## src/hw/rtl/pfa_pkg.sv

```systemverilog
// Shared types and constants of the page frame allocator.
package pfa_pkg;

  localparam int unsigned CFG_W      = 17;
  localparam int unsigned CNT_W      = 17;
  localparam int unsigned ADDR_W     = 32;
  localparam int unsigned PAGE_SHIFT = 12;
  localparam int unsigned WORD_W     = 64;
  localparam int unsigned BIT_W      = 6;
  localparam int unsigned CFG_IDX_W  = 8;
  localparam int unsigned CFG_DATA_W = 32;

  localparam logic [CFG_IDX_W-1:0] REG_FIRST_FREE = 8'd0;
  localparam logic [CFG_IDX_W-1:0] REG_PAGE_COUNT = 8'd1;

  localparam logic [CFG_W-1:0] FIRST_FREE_RST = 17'd256;
  localparam logic [CFG_W-1:0] PAGE_COUNT_RST = 17'd16384;
  localparam logic [CNT_W-1:0] COUNT_MAX      = '1;

  typedef enum logic {
    REQ_ALLOC   = 1'b0,
    REQ_RELEASE = 1'b1
  } req_type_e;

  typedef enum logic [1:0] {
    ST_DONE        = 2'd0,
    ST_OOM         = 2'd1,
    ST_BAD_RELEASE = 2'd2
  } status_e;

  typedef struct packed {
    req_type_e          req_type;
    logic [ADDR_W-1:0]  page_addr;
  } req_t;

  typedef struct packed {
    logic [ADDR_W-1:0]  granted_addr;
    status_e            status;
    logic [CNT_W-1:0]   free_left;
  } rsp_t;

  typedef struct packed {
    logic              found;
    logic [BIT_W-1:0]  bit_idx;
  } ffs_t;

endpackage

```

## src/hw/rtl/pfa_ffs.sv

```systemverilog
// Lowest set bit search over one map word.
module pfa_ffs (
  input  logic [pfa_pkg::WORD_W-1:0] cand_i,
  output pfa_pkg::ffs_t              res_o
);
  import pfa_pkg::*;

  logic [WORD_W-1:0] lowest;

  // isolate the lowest set bit, then encode the one-hot word
  assign lowest = cand_i & (~cand_i + WORD_W'(1));

  always_comb begin
    res_o.found   = |cand_i;
    res_o.bit_idx = '0;
    for (int b = 0; b < WORD_W; b++) begin
      if (lowest[b]) begin
        res_o.bit_idx = res_o.bit_idx | BIT_W'(b);
      end
    end
  end

endmodule

```

## config.mk

```make
export PLATFORM = sky130hd
export DESIGN_NAME = pfa_ffs
export DESIGN_NICKNAME = d
export VERILOG_FILES = /design/src/hw/rtl/pfa_pkg.sv /design/src/hw/rtl/pfa_ffs.sv
export SDC_FILE = /design/constraint.sdc
export NUM_CORES = 1
export LEC_CHECK = 0
export BUFFER_PORTS_ARGS = -buffer_cell sky130_fd_sc_hd__buf_2
export CELL_PAD_IN_SITES_DETAIL_PLACEMENT = 1
export CELL_PAD_IN_SITES_GLOBAL_PLACEMENT = 2
export CORE_MARGIN = 4
export CORE_UTILIZATION = 24
export DETAILED_ROUTE_END_ITERATION = 8
export GPL_TIMING_DRIVEN = 0
export MAX_ROUTING_LAYER = met4
export PLACE_DENSITY = 0.95
export SYNTH_ARGS = -nofsm -noshare
export SYNTH_HDL_FRONTEND = slang
export SYNTH_SLANG_ARGS = --single-unit
```

## constraint.sdc

```tcl
create_clock -name vclk -period 6.5
set_input_delay 0.325 -clock vclk [all_inputs]
set_output_delay 0.325 -clock vclk [all_outputs]
set_load 0.02 [all_outputs]
```

Yosys cells after proc, flatten, opt, wreduce, memory -nomap -nowiden
Cells that the tools add are included.
{"block": "totals", "regBits": 0, "output_inout_bits": 7}
{"block": "classes", "muxes": 63, "add_sub_neg": 1, "n_bitwise": 2, "n_reduce_logical": 1}
{"operator": "two-way mux 6 bit", "count": 32}
{"operator": "two-way mux 5 bit", "count": 16}
{"operator": "adder 64 x 1 -> 64 bit (second input constant)", "count": 1}
{"operator": "AND 64 bit", "count": 1}
{"operator": "inverter 64 bit", "count": 1}
{"operator": "OR reduction 64 bit", "count": 1}
{"operator": "two-way mux 4 bit", "count": 8}
{"operator": "two-way mux 3 bit", "count": 4}
{"operator": "two-way mux 2 bit", "count": 2}
{"operator": "two-way mux 1 bit", "count": 1}

Longest topological paths before layout
{"block": "logic_depth", "word_depth": 66, "ltp_mapped": 9, "mapped_depth_nobuf": 7}

Worst setup path after synthesis
Ideal clock, no wire load.
{"block": "synth_path", "path_type": "input-to-output", "start": "in cand_i[11] (netlist bit)", "end": "out res_o[2] (netlist bit)", "setup_slack_ns": 3.487, "stages": 8, "t_arrival_ns": 2.688, "cell_sequence": "or4_4 -> or4b_1 -> buf_2 -> nor4_4 -> nand2_2 -> o32a_1 -> and2_0 -> nand4b_1"}
{"element": "from (decl)", "line": "pfa_ffs.sv:3", "rtl": "input logic [pfa_pkg::WORD_W-1:0] cand_i,"}
{"element": "to (decl)", "line": "pfa_ffs.sv:4", "rtl": "output pfa_pkg::ffs_t res_o"}

==> flow_summary.toml <==
[run_status]
status = "finished clean"

[clock_tree]
ctsResizeCount = 0
cts_hold_buf = 0
postCtsSetupBuffers = 0

[logic_synthesis]
synth_top_area_cell = "nor2_1"
synth.area.top_cells = "nor2_1 9.7%, nor3_1 8.1%, nor4_1 7.1%"
synth.net_count = 270
yosysWarningCount = 0
syn_inst = 206
netlist.area_leader.share_pct = 9.71
yosysSeqAreaShare_pct = 0
postSynthAreaPerCell_um2 = 6.01
ys_types = 49
syn_area_mm2 = 0.00124
synthTopCellsByCount = "32 x nor2_1, 20 x nor3_1, 14 x nand2_1, 14 x nor4_1, 13 x a21oi_1"
synth.most_common_cell = "nor2_1"

[final_layout]
regArea_um2 = 0
fillCellCount = 681
n_antenna_cell = 0
layoutNonFillerInstCount = 343
fin_area_mm2 = 0.00167
area_delta_synth_final_pct = 35.1
drive_above_1_share_pct = 27.9
clock_buffers = 0
final_util_pct = 34.5
seq_cell_count = 0
nets = 342

[placed_design]
gp_congestion = 0.888
dpl.hpwl_um = 4950
dp.cells = 343
place_area_mm2 = 0.00167
port_buffers = 70
dp_slack_ns = 2.92

[detailed_routing]
viasPerCell = 5.71
vias = 1958
first_iter_violations = 114
antenna_left = 0
wirelength_um = 5710
drc = 0
routedWlPerCell_um = 16.7
drt_first_pass_iters = 4

[pwr]
leakage_nw = 0.638
ir_drop_v = 0.0000128
internal-power_uw = 24.7
powerDensity_mw_per_mm2 = 35.5
switching_share_pct = 58.3
clkPwrFrac_pct = 0
p_switching_uw = 34.6
p_comb_share_pct = 100.0
pwr-share-seq_pct = 0

[floorplanning]
die_x_um = 79.8
start_util_pct = 25.5
die_y_um = 79.8
placementRows = 25
core_area_mm2 = 0.00485
dieArea_mm2 = 0.00637
pin_count = 71

[hold_path]
hp-class = "in -> out"
min_path_cells = 4

[sta]
setup_ws_ns = 2.76
rsz0062_at_grt = "no"
timing_hold_violations_final = 0
tightest_slew_ns = 0.936
fin_crit_sh_pct = 57.5
fin_tns_setup_ns = 0
slew_headroom_pct = 37.0
setup_viol = 0
fmax_mhz = 267
period_minus_slack_ns = 3.74
slew_violations = 0

[worst_setup_path]
critPathLaunchType = "input pin"
path_class = "in -> out"
worstPathRequired_ns = 6.17
crit_path_end_kind = "primary output"
crit_arrival_ns = 3.42
cp_max_fo = 10

[global_route]
grt_antenna_before_repair = 0
grt-ovfl-total = 0
grt_max_degree = 11
grt_pass1_wl_um = 9000
grt_pass1_vias = 1918
grtUsageTotal_pct = 17.3

[run]
maxCapViolations = 0
[critical path, cell delays in order]
cell	delay (ns)
buf_2	0.11
nor4_1	0.81
nand2_1	0.51
nor4_4	0.48
nand2_2	0.16
a2111oi_0	0.55
nor4b_1	0.16
nand4_1	0.13
buf_2	0.18
[final cells by class]
cell class                 instances  area [um^2]  share of cell area (%)
multi-input combinational        195         1190                    71.3
timing repair buffer              70          350                    21.0
tap                               67         83.8                    5.01
inverter                           7         26.3                    1.57
buffer                             4         20.0                    1.20
[power by group through the flow]
stage,combinational [mW],clock (mW),sequential (mW)
after floorplan,0.0210,0,0
after global placement,0.0572,0,0
after detailed placement,0.0587,0,0
after CTS,0.0590,0,0
after global routing,0.0660,0,0
final,0.0593,0,0
[cell families after synthesis]
group / share of synthesized area [%]
AOI/OAI and AO/OA: 32.0
buffers and inverters: 3.74
and+or+nand+nor: 64.3
[placed cells by master (no fill, tap or decap), types with 2 or more instances in the layout]
cell       count
clkbuf_1       2
nor3_1        20
nand4b_1       7
nor2_1        32
nor4_1        14
a21oi_1       13
nor2b_1        4
o311a_1        2
a31oi_1        4
a32o_1         2
o21a_1         2
nand3_1        9
a2111oi_0      2
nand2_1       14
inv_1          7
nand4_1       11
o21ai_0        7
o2111a_1       2
nor3b_1        5
o32ai_1        2
and2_1         4
or3_1          7
o21bai_1       2
buf_2         71
a211oi_1       3
o31ai_1        2
nor4b_1        3
a32oi_1        2
[through the flow]
| step | power, mW | hold slack [ns] |
|---|---|---|
| after CTS | 0.0590 | 1.02 |
| after global placement | 0.0572 | 1.01 |
| after floorplan | 0.0210 | 0.856 |
| after global routing | 0.0660 | 1.04 |
| final | 0.0593 | 1.02 |
| after detailed placement | 0.0587 | 1.02 |
[final timing paths]
check | start | to | slack (ns)
setup / recovery | cand_i[3] | res_o[0] | 2.76
hold / removal | cand_i[63] | res_o[6] | 1.02
[layer usage]
layer	up-vias	global-route usage [%]	part of all wire, %
met1	907	24.4	48
met3	0	1.24	7.6
li1	978	-	-
met2	73	28.8	44
met4	0	0.338	0
met5	-	-	0
Note: power is estimated with default switching activity, not from simulation.
